`config.mk`:
```
export PLATFORM = sky130hd
export DESIGN_NAME = neighbor_selector_table_core
export DESIGN_NICKNAME = d
export VERILOG_FILES = /design/src/rtl/core/nst_pkg.sv /design/src/rtl/core/nst_entry_mem.sv /design/src/rtl/core/neighbor_selector_table_core.sv
export SDC_FILE = /design/constraint.sdc
export NUM_CORES = 2
export LEC_CHECK = 0
export ABC_AREA = 0
export BUFFER_PORTS_ARGS = -buffer_cell sky130_fd_sc_hd__buf_2
export CORE_MARGIN = 2
export CORE_UTILIZATION = 65
export CTS_BUF_LIST = sky130_fd_sc_hd__clkbuf_4 sky130_fd_sc_hd__clkbuf_8
export DETAILED_ROUTE_END_ITERATION = 6
export HOLD_SLACK_MARGIN = 0.06
export PLACE_DENSITY_LB_ADDON = 0.1
export REMOVE_ABC_BUFFERS = 1
export SLEW_MARGIN = 5
export SYNTH_ARGS = -nofsm -noshare
export SYNTH_HDL_FRONTEND = slang
export SYNTH_SLANG_ARGS = --single-unit
```
`constraint.sdc`:
```
create_clock -name i_clk -period 11.85 [get_ports i_clk]
set_input_delay 1.185 -clock i_clk [delete_from_list [all_inputs] [get_ports i_clk]]
set_output_delay 1.185 -clock i_clk [all_outputs]
set_load 0.02 [all_outputs]
```
`src/rtl/core/nst_pkg.sv`:
```
// shared types and constants for the neighbor selector table
package nst_pkg;

    localparam int TABLE_ENTRIES = 16;

    localparam int ADDR_W = 32;
    localparam int SEQ_W  = 16;
    localparam int TIME_W = 32;
    localparam int MODE_W = 3;
    localparam int CNT_W  = 5;

    localparam logic [TIME_W-1:0] HOLD_TIME_RST = 32'd6000;

    localparam logic [MODE_W-1:0] MODE_HELLO  = 3'd0;
    localparam logic [MODE_W-1:0] MODE_SWEEP  = 3'd1;
    localparam logic [MODE_W-1:0] MODE_CLEAR  = 3'd2;
    localparam logic [MODE_W-1:0] MODE_LOOKUP = 3'd3;
    localparam logic [MODE_W-1:0] MODE_ACK    = 3'd4;

    typedef struct packed {
        logic [ADDR_W-1:0] addr;
        logic [SEQ_W-1:0]  seq;
        logic [TIME_W-1:0] expiry;
    } t_entry;

endpackage

```
`src/rtl/core/nst_entry_mem.sv`:
```
// entry memory: one write port, one read port with registered read data
module nst_entry_mem #(
    parameter int DEPTH = nst_pkg::TABLE_ENTRIES,
    parameter int IDX_W = $clog2(nst_pkg::TABLE_ENTRIES)
) (
    input  logic                 i_clk,
    input  logic                 i_we,
    input  logic [IDX_W-1:0]     i_waddr,
    input  nst_pkg::t_entry      i_wdata,
    input  logic                 i_re,
    input  logic [IDX_W-1:0]     i_raddr,
    output nst_pkg::t_entry      o_rdata
);

    nst_pkg::t_entry r_mem [DEPTH];

    always_ff @(posedge i_clk) begin
        if (i_we) begin
            r_mem[i_waddr] <= i_wdata;
        end
        if (i_re) begin
            o_rdata <= r_mem[i_raddr];
        end
    end

endmodule

```
`src/rtl/core/neighbor_selector_table_core.sv`:
```
// top level of the neighbor selector table: scan sequencer, valid bits and result register
//
// usage
//   input channel: i_in_valid / o_in_stall with i_mode, i_node_addr, i_seq_num,
//   i_now_time. one item is taken at a time; o_in_stall is low only while idle.
//   output channel: o_out_valid / i_out_stall, one result item per input item.
//   config: i_cfg_we/i_cfg_wdata load hold_time; user writes only while idle, unenforced.
// timing
//   every item scans all TABLE_ENTRIES entries through the single read port of
//   the entry memory, one entry per cycle, then passes through the drain,
//   write-back and result hand-off states. a new item is taken only once the
//   block is back in idle after the hand-off.
// reset
//   synchronous, active low. all entries invalid, set sequence and changes flag
//   zero, hold_time 6000. the entry memory itself is not cleared.
// stall
//   a held result stays in the output register; the next item can be scanned
//   meanwhile and waits for the register before it is handed off.
module neighbor_selector_table_core #(
    parameter int TABLE_ENTRIES = nst_pkg::TABLE_ENTRIES
) (
    input  logic                        i_clk,
    input  logic                        i_rst_n,
    input  logic                        i_cfg_we,
    input  logic [nst_pkg::TIME_W-1:0]  i_cfg_wdata,
    input  logic                        i_in_valid,
    output logic                        o_in_stall,
    input  logic [nst_pkg::MODE_W-1:0]  i_mode,
    input  logic [nst_pkg::ADDR_W-1:0]  i_node_addr,
    input  logic [nst_pkg::SEQ_W-1:0]   i_seq_num,
    input  logic [nst_pkg::TIME_W-1:0]  i_now_time,
    output logic                        o_out_valid,
    input  logic                        i_out_stall,
    output logic                        o_found,
    output logic [nst_pkg::SEQ_W-1:0]   o_entry_seq,
    output logic                        o_inserted,
    output logic                        o_table_full,
    output logic [nst_pkg::CNT_W-1:0]   o_removed_count,
    output logic [nst_pkg::SEQ_W-1:0]   o_set_seq,
    output logic                        o_changes_pending
);

    localparam int IDX_W = $clog2(TABLE_ENTRIES);
    localparam logic [IDX_W-1:0] LAST_IDX = IDX_W'(TABLE_ENTRIES - 1);

    localparam logic [2:0] ST_IDLE  = 3'd0;
    localparam logic [2:0] ST_SCAN  = 3'd1;
    localparam logic [2:0] ST_DRAIN = 3'd2;
    localparam logic [2:0] ST_UPD   = 3'd3;
    localparam logic [2:0] ST_FIN   = 3'd4;

    logic [2:0]                       r_state;
    logic [2:0]                       n_state;
    logic [nst_pkg::TIME_W-1:0]       r_hold;
    logic [TABLE_ENTRIES-1:0]         r_valid;
    logic [nst_pkg::SEQ_W-1:0]        r_set_seq;
    logic                             r_chg;

    logic [nst_pkg::MODE_W-1:0]       r_mode;
    logic [nst_pkg::ADDR_W-1:0]       r_addr;
    logic [nst_pkg::SEQ_W-1:0]        r_seq;
    logic [nst_pkg::TIME_W-1:0]       r_now;

    logic [IDX_W-1:0]                 r_rd_idx;
    logic                             r_cmp_vld;
    logic [IDX_W-1:0]                 r_cmp_idx;

    logic                             r_hit;
    logic [IDX_W-1:0]                 r_hit_idx;
    logic [nst_pkg::SEQ_W-1:0]        r_hit_seq;
    logic                             r_free_ok;
    logic [IDX_W-1:0]                 r_free_idx;
    logic [nst_pkg::CNT_W-1:0]        r_cnt;

    logic                             r_res_found;
    logic [nst_pkg::SEQ_W-1:0]        r_res_eseq;
    logic                             r_res_ins;
    logic                             r_res_full;

    logic                             w_accept;
    logic                             w_out_free;
    logic                             w_cmp_v;
    logic [nst_pkg::CNT_W-1:0]        w_cnt_inc;
    logic [nst_pkg::TIME_W:0]         w_sum;
    logic [nst_pkg::TIME_W-1:0]       w_expiry;
    logic                             w_is_hello;
    logic                             w_we;
    logic [IDX_W-1:0]                 w_waddr;
    nst_pkg::t_entry                  w_wdata;
    nst_pkg::t_entry                  w_rdata;

    assign o_in_stall = (r_state != ST_IDLE);
    assign w_accept   = i_in_valid && !o_in_stall;
    assign w_out_free = !o_out_valid || !i_out_stall;
    assign w_cmp_v    = r_valid[r_cmp_idx];
    assign w_cnt_inc  = (r_cnt == '1) ? r_cnt : r_cnt + 1'b1;
    assign w_is_hello = (r_mode == nst_pkg::MODE_HELLO);

    // saturating expiry
    assign w_sum    = {1'b0, r_now} + {1'b0, r_hold};
    assign w_expiry = w_sum[nst_pkg::TIME_W] ? '1 : w_sum[nst_pkg::TIME_W-1:0];

    always_comb begin
        w_we         = 1'b0;
        w_waddr      = r_free_idx;
        w_wdata.addr = r_addr;
        w_wdata.seq  = r_seq;
        w_wdata.expiry = w_expiry;
        if (r_state == ST_UPD && w_is_hello) begin
            if (r_hit) begin
                w_waddr = r_hit_idx;
                w_we    = (r_seq >= r_hit_seq);
            end else begin
                w_we    = r_free_ok;
            end
        end
    end

    nst_entry_mem #(
        .DEPTH (TABLE_ENTRIES),
        .IDX_W (IDX_W)
    ) u_mem (
        .i_clk   (i_clk),
        .i_we    (w_we),
        .i_waddr (w_waddr),
        .i_wdata (w_wdata),
        .i_re    (r_state == ST_SCAN),
        .i_raddr (r_rd_idx),
        .o_rdata (w_rdata)
    );

    always_comb begin
        n_state = r_state;
        case (r_state)
            ST_IDLE:  if (w_accept) n_state = ST_SCAN;
            ST_SCAN:  if (r_rd_idx == LAST_IDX) n_state = ST_DRAIN;
            ST_DRAIN: n_state = ST_UPD;
            ST_UPD:   n_state = ST_FIN;
            ST_FIN:   if (w_out_free) n_state = ST_IDLE;
            default:  n_state = ST_IDLE;
        endcase
    end

    always_ff @(posedge i_clk) begin
        if (!i_rst_n) begin
            r_state   <= ST_IDLE;
            r_hold    <= nst_pkg::HOLD_TIME_RST;
            r_valid   <= '0;
            r_set_seq <= '0;
            r_chg     <= 1'b0;
            r_cmp_vld <= 1'b0;
        end else begin
            r_state   <= n_state;
            r_cmp_vld <= (r_state == ST_SCAN);
            if (i_cfg_we) begin
                r_hold <= i_cfg_wdata;
            end

            // one entry per cycle from the memory
            if (r_cmp_vld) begin
                case (r_mode)
                    nst_pkg::MODE_SWEEP: begin
                        if (w_cmp_v && (w_rdata.expiry < r_now)) begin
                            r_valid[r_cmp_idx] <= 1'b0;
                            r_set_seq <= r_set_seq + 1'b1;
                            r_chg     <= 1'b1;
                        end
                    end
                    nst_pkg::MODE_CLEAR: begin
                        if (w_cmp_v) begin
                            r_valid[r_cmp_idx] <= 1'b0;
                        end
                    end
                    default: ;
                endcase
            end

            if (r_state == ST_UPD) begin
                if (w_is_hello && !r_hit && r_free_ok) begin
                    r_valid[r_free_idx] <= 1'b1;
                    r_set_seq <= r_set_seq + 1'b1;
                    r_chg     <= 1'b1;
                end
                if (r_mode == nst_pkg::MODE_ACK) begin
                    r_chg <= 1'b0;
                end
            end
        end
    end

    // item capture, scan bookkeeping and result fields
    always_ff @(posedge i_clk) begin
        r_cmp_idx <= r_rd_idx;
        if (w_accept) begin
            r_mode    <= i_mode;
            r_addr    <= i_node_addr;
            r_seq     <= i_seq_num;
            r_now     <= i_now_time;
            r_rd_idx  <= '0;
            r_hit     <= 1'b0;
            r_hit_idx <= '0;
            r_hit_seq <= '0;
            r_free_ok <= 1'b0;
            r_free_idx <= '0;
            r_cnt     <= '0;
        end else begin
            if (r_state == ST_SCAN) begin
                r_rd_idx <= r_rd_idx + 1'b1;
            end
            if (r_cmp_vld) begin
                case (r_mode)
                    nst_pkg::MODE_HELLO, nst_pkg::MODE_LOOKUP: begin
                        if (w_cmp_v && !r_hit && (w_rdata.addr == r_addr)) begin
                            r_hit     <= 1'b1;
                            r_hit_idx <= r_cmp_idx;
                            r_hit_seq <= w_rdata.seq;
                        end
                        if (!w_cmp_v && !r_free_ok) begin
                            r_free_ok  <= 1'b1;
                            r_free_idx <= r_cmp_idx;
                        end
                    end
                    nst_pkg::MODE_SWEEP: begin
                        if (w_cmp_v && (w_rdata.expiry < r_now)) begin
                            r_cnt <= w_cnt_inc;
                        end
                    end
                    nst_pkg::MODE_CLEAR: begin
                        if (w_cmp_v) begin
                            r_cnt <= w_cnt_inc;
                        end
                    end
                    default: ;
                endcase
            end
        end

        if (r_state == ST_UPD) begin
            case (r_mode)
                nst_pkg::MODE_HELLO: begin
                    r_res_found <= r_hit;
                    r_res_eseq  <= r_hit ? ((r_seq >= r_hit_seq) ? r_seq : r_hit_seq)
                                         : (r_free_ok ? r_seq : '0);
                    r_res_ins   <= !r_hit && r_free_ok;
                    r_res_full  <= !r_hit && !r_free_ok;
                end
                nst_pkg::MODE_LOOKUP: begin
                    r_res_found <= r_hit;
                    r_res_eseq  <= r_hit ? r_hit_seq : '0;
                    r_res_ins   <= 1'b0;
                    r_res_full  <= 1'b0;
                end
                default: begin
                    r_res_found <= 1'b0;
                    r_res_eseq  <= '0;
                    r_res_ins   <= 1'b0;
                    r_res_full  <= 1'b0;
                end
            endcase
        end
    end

    // output register
    always_ff @(posedge i_clk) begin
        if (!i_rst_n) begin
            o_out_valid <= 1'b0;
        end else if (r_state == ST_FIN && w_out_free) begin
            o_out_valid <= 1'b1;
        end else if (!i_out_stall) begin
            o_out_valid <= 1'b0;
        end
    end

    always_ff @(posedge i_clk) begin
        if (r_state == ST_FIN && w_out_free) begin
            o_found           <= r_res_found;
            o_entry_seq       <= r_res_eseq;
            o_inserted        <= r_res_ins;
            o_table_full      <= r_res_full;
            o_removed_count   <= r_cnt;
            o_set_seq         <= r_set_seq;
            o_changes_pending <= r_chg;
        end
    end

endmodule

```
* After elaboration in Yosys (flattened, before gate mapping)
Memory sizes are Yosys's and may differ from the RTL's. A register that Yosys moved wholly into a read port is not among the register bits.
Cells that the tools add are included.
** Word-level totals
- Bits in registers :: 252
- Latch bits :: 0
- Bits in writable memories :: 1280
- Bits in read-only memories :: 0
- Output and inout bits :: 43
- Word-level logic and storage cells :: 136
- Memories kept :: 1
** Memory list
- u_mem.r_mem :: words 16, bits a word 80, rd ports 1, clocked after Yosys merged registers in 1, write ports 1, line nst_entry_mem.sv:15 : nst_pkg::t_entry r_mem [DEPTH];
** Cells by class
- Add/subtract/negate cells :: 4
- Multiply operators :: 0
- Divide/modulo/power cells :: 0
- $lt $le $gt $ge :: 6
- Eq/ne operators :: 17
- Shift-type cells :: 0
- Multiplexer cells :: 46
- Bitwise gates (word level) :: 3
- Reductions and logical operators :: 29
** Operators with widths (count)
- 16-bit 2-to-1 mux :: 15
- 16-bit one-hot mux with 2 select lines :: 2
- 32-bit by 32-bit adder with 33-bit output :: 1
- 32-bit equality test :: 1
- 32-bit less-than comparator :: 1
- 32-bit 2-to-1 mux :: 1
- 16-bit by 1-bit adder with 16-bit output, second input constant :: 1
- 16-bit bitwise AND :: 1
- 16-bit greater-or-equal comparator :: 1
- 16-bit inverter :: 1
- 16-bit bitwise OR :: 1
- 1-bit 2-to-1 mux :: 15
- 5-bit 2-to-1 mux :: 3
- 3-bit one-hot mux with 5 select lines :: 1
- 1-bit logical AND :: 13
- 3-bit by 2-bit equality test with 1-bit output, second input constant :: 4
- 4-bit by 5-bit less-than comparator with 1-bit output, second input constant :: 2
- 2-bit != test, second input constant :: 5
- 5-bit one-hot mux with 2 select lines :: 1
- 3-bit 2-to-1 mux :: 3
- 3-bit AND reduction :: 3
- 1-bit demux with 4-bit select :: 2
- 4-bit by 1-bit greater-or-equal comparator with 1-bit output, second input constant :: 2
- 4-bit 2-to-1 mux :: 2
- 15 further kinds :: 23

* Logic depth before layout (Yosys ltp)
- Word-level depth :: 13
- Mapped depth :: 12
- Gate-level depth less buffers :: 11

* Hierarchy
Synthesis repeated with hierarchy kept, for this count alone.
** Second synthesis, totals
- Cells, all modules :: 3162
- Area total of the unflattened synthesis :: 62468.7 um^2
** Modules (own cells, without submodules)
- nst_entry_mem :: instances 1, cells an instance 2054, area each 50223.2 um^2
- neighbor_selector_table_core :: instances 1, cells an instance 1108, area each 12245.5 um^2

* Worst setup path before layout
Ideal clock, no wire load.
- Path type :: register -> register
- From :: reg r_state[2]
- To :: mem u_mem.r_mem[0][0] (netlist name), enable pin
- Arrival time :: 10.044 ns
- Data required time :: 11.136 ns
- Setup slack :: 1.091 ns
- Stages on the path, launching flop included :: 8
- Path buffers :: 2
- Clock period less this slack :: 10.759 ns
- Cell sequence :: dfxtp_1 -> clkbuf_1 -> nor2_1 -> nand3_1 -> clkbuf_1 -> nor3_1 -> a21oi_1 -> nor4_1
** Between the ends
- Word-level cells in the longest chain between the ends :: 5
- Elaborated cells on any way between the ends :: 6
- Those cells by class :: eq/ne (1); mux (4); reduce/logical (1)
** RTL lines
- start: declaration :: line neighbor_selector_table_core.sv:52 : logic [2:0] r_state;
- start signal: assignment :: line neighbor_selector_table_core.sv:153 : r_state <= n_state;
- 3-bit by 2-bit equality test with 1-bit output (*) :: line neighbor_selector_table_core.sv:109 : if (r_state == ST_UPD && w_is_hello) begin
- 1-bit logical AND (*) :: line neighbor_selector_table_core.sv:109
- 1-bit 2-to-1 mux :: line neighbor_selector_table_core.sv:109
- 1-bit 2-to-1 mux :: line nst_entry_mem.sv:18 : if (i_we) begin
- 1-bit 2-to-1 mux (implied by the code) :: line nst_entry_mem.sv:19 : r_mem[i_waddr] <= i_wdata;
- end: declaration :: line nst_entry_mem.sv:15
Mark *: on every way between the ends. The rest lies on a longest branch, timed or not.

* Worst setup path after layout
- From :: reg r_seq[13] (netlist name)
- To :: mem u_mem.r_mem[10][77] (netlist name), enable pin
** Between the ends
- Word-level cells in the longest chain between the ends :: 5
** RTL lines
- start: declaration :: line neighbor_selector_table_core.sv:61 : logic [nst_pkg::SEQ_W-1:0] r_seq;
- start signal: assignment :: line neighbor_selector_table_core.sv:197 : r_seq <= i_seq_num;
- 16-bit greater-or-equal comparator :: line neighbor_selector_table_core.sv:112 : w_we = (r_seq >= r_hit_seq);
- 1-bit 2-to-1 mux :: line neighbor_selector_table_core.sv:110 : if (r_hit) begin
- 1-bit 2-to-1 mux :: line neighbor_selector_table_core.sv:109
- 1-bit 2-to-1 mux :: line nst_entry_mem.sv:18
- 1-bit 2-to-1 mux (implied by the code) :: line nst_entry_mem.sv:19
No other way between the ends.

==> qor.csv <==
metric;value;unit
status;finished clean;
register bit total from synthesis;1612;
H-tree Lvls;4;
post-CTS sizing;0;
largest net degree at the start of global routing;142;
drt first-iter violations;3422;
final non-filler cell total;4823;
IO Count;163;
global-route wire length before repair;205000;um
sequential area share after synthesis;0.755;
Avg WL per Cell;28.5;um
row cnt;113;
Worst slew margin;0.115;
met1 usage;0.399;
r2r setup slk;7170;ps
number of synthesized flops with an enable pin;1503;
final worst path period share;0.395;
CP max stage cell;a31oi_4;
post-layout instance area;69900;sq um
synthesized instance count;3013;
Slew Limit Fails;0;
CP bufs+invs;2;
Startpoint Class;register;
Comb power frac;0.201;
PnR Total Power;14.8;mW
Fmax;213;MHz
Final Util;0.734;
Clk pwr share;0.293;
Worst EP required;12350;ps
reg-to-reg endpoint;u_mem.r_mem[10][77];
maximum VDD drop;0.177;mV
clk sinks;1612;
GR Layer Usage met3;0.0453;
Pwr per Cell Area;211;nW/um^2
# setup viols final;0;
switching pwr;4.18;mW
hold_sp;r_res_eseq[2];
P&R area growth vs syn;11.5;%
critical path data arrival time;5180;ps
highest-count cells in the layout ignoring fill and taps;edfxtp_1 (1503), mux4_2 (405), clkbuf_8 (243);
via count;31265;
Via density;6.48;
DRT Pass-1 Iters;6;
Final Hold Fails;0;
Crit. End Element;register;
DIE AREA;98900;sq um
global route overflow;0;
sequential power share;0.506;
CP max stage delay;870;ps
vias in the first global route;32031;
Distinct cells, synth;65;
Die Ht;315;um
r2r startpoint;r_seq[13];
CP Cell Sequence;ha_1 -> a21o_1 -> a21o_1 -> a21o_1 -> a2111oi_0 -> a21bo_2 -> a31oi_4 -> nor4_2 -> buf_4 -> buf_4;
post-route ant nets;0;
Switching Share;0.283;
Total GRT Usage;0.285;
Cells after DPL;4371;
Core Region;95300;sq um
TritonCTS clock tree;built;
Max Cap Viol;0;
TritonCTS buffer count;239;
commonest non-fill, non-tap cell in the layout;edfxtp_1;
initial antenna violation count;4;
cells on worst reg2reg path;10;
RSZ-0062 raised after global routing;false;
HP Class;reg2reg;
crit-path max FO;54;
Post-CTS Setup Repair Bufs;0;
crit path launch;r_seq[13];
clock-pin slew on the worst setup and hold paths;60;ps
WHS Endpoint;o_entry_seq[2];
routability cong.;0.838;
Post-synth top flop;edfxtp_1;
Yosys Warn Count;0;
CP dominant cell by count;a21o_1;
Port-buffer cells;162;
async set-reset flop share out of synthesis;0;
Max Root-Sink Buffers;3;
CP Class;reg2reg;
Top Family by Delay on Critical Path;compound AO/OA/AOI/OAI gates;
Chip Width;315;um
Setup Total Neg Slack;0;ps
Nets;3551;
met2 Use GR;0.468;
Residual DRC;0;
HPWL Detailed;76600;um
Post-Syn Area;62700;sq um
gr busiest metal;met2;
hold_buf cts;0;
Int Pwr;10.6;mW
Initial Util;0.658;
measured slew at the worst slew-check pin;1330;ps
CTS root buf;clkbuf_8;
DP Area;65200;sq um
proportion of layout cells with a drive suffix above 1;0.293;
number of cells on the critical path;10;
Period minus WS final;4680;ps
DRT Wirelength;138000;um
Worst-Skew Late Latency;920;ps
LEAKAGE;22.6;nW
Mean Syn Cell Area;20.8;sq um
Worst Skew;65.6;ps
Hold Crit Depth;0;
flip-flops by register name, summed over array words and instances (netlist names), 32 cells and up:
register and flops:
r_addr 32, r_hold 32, r_now 32, u_mem.o_rdata 80, u_mem.r_mem 1280
per-stage QoR:
step | hold WS (ps) | worst slack (ps)
2_1_floorplan | 400 | -2650
3_3_place_gp | 408 | 7310
3_5_place_dp | 406 | 7240
4_1_cts | 372 | 7210
5_1_grt | 385 | 6960
6_report | 423 | 7170
Yosys cell counts, types with 29 or more instances:
| cell type | n | area, sq um |
|---|---|---|
| edfxtp_1 | 1503 | 45100 |
| mux4_2 | 405 | 9120 |
| dfxtp_1 | 109 | 2180 |
| nor2_1 | 107 | 402 |
| nand2_1 | 99 | 372 |
| clkbuf_1 | 96 | 360 |
| ha_1 | 83 | 1040 |
| inv_1 | 68 | 255 |
| mux2i_1 | 62 | 621 |
| a21oi_1 | 58 | 290 |
| xor2_1 | 50 | 438 |
| o21ai_0 | 42 | 210 |
| buf_1 | 29 | 109 |
| nor4_1 | 29 | 181 |
worst reg2reg max path, stage by stage, from the launching register on:
cell,delay (ps)
edfxtp_1,690
ha_1,340
a21o_1,160
a21o_1,170
a21o_1,190
a2111oi_0,490
a21bo_2,310
a31oi_4,870
nor4_2,140
buf_4,340
buf_4,530
logic make-up (layout without fill, tap and decap cells):
family	Yosys count	after routing	share of synthesized area
flops	1612	1612	0.755
mux	468	468	0.156
simple gates	354	354	0.0274
compound gates	228	228	0.0235
buf+inv	199	741	0.0122
fa+ha+maj	84	84	0.0169
xor+xnor	68	68	0.00950
other cells	0	3	0
per-layer routing:
metal  part of all wire  vias to the layer above
met3              0.071                      242
li1                   -                    13175
met5            0.00017                        -
met1               0.39                    16351
met4              0.029                        4
met2               0.51                     1493
cell type report:
type	count	area, sq um
Tap cell	1265	1580
Antenna cell	3	7.51
Multi-Input combinational cell	1202	14800
Sequential cell	1612	47300
Clock inverter	126	719
Timing Repair Buffer	224	1300
Clock buffer	323	3950
Fill cell	5466	25400
Inverter	68	255
power by group through the flow:
| stage | clock, mW | combinational [mW] | sequential, mW |
|---|---|---|---|
| global placement | 0 | 2.89 | 7.57 |
| detailed placement | 0 | 2.98 | 7.60 |
| finish | 4.33 | 2.97 | 7.48 |
| CTS | 4.40 | 3.00 | 7.48 |
| global route | 4.64 | 3.18 | 7.53 |
| floorplan | 0 | 2.70 | 7.76 |
how the worst max path moves through the flow:
stage	slack, ps	end
2_1_floorplan	-2650	u_mem.o_rdata[0]
3_3_place_gp	7310	u_mem.r_mem[6][60]
3_5_place_dp	7240	u_mem.r_mem[5][48]
4_1_cts	7210	u_mem.r_mem[4][71]
5_1_grt	6960	u_mem.r_mem[5][71]
6_report	7170	u_mem.r_mem[10][77]
No activity file was read; power rests on OpenSTA's default activity.
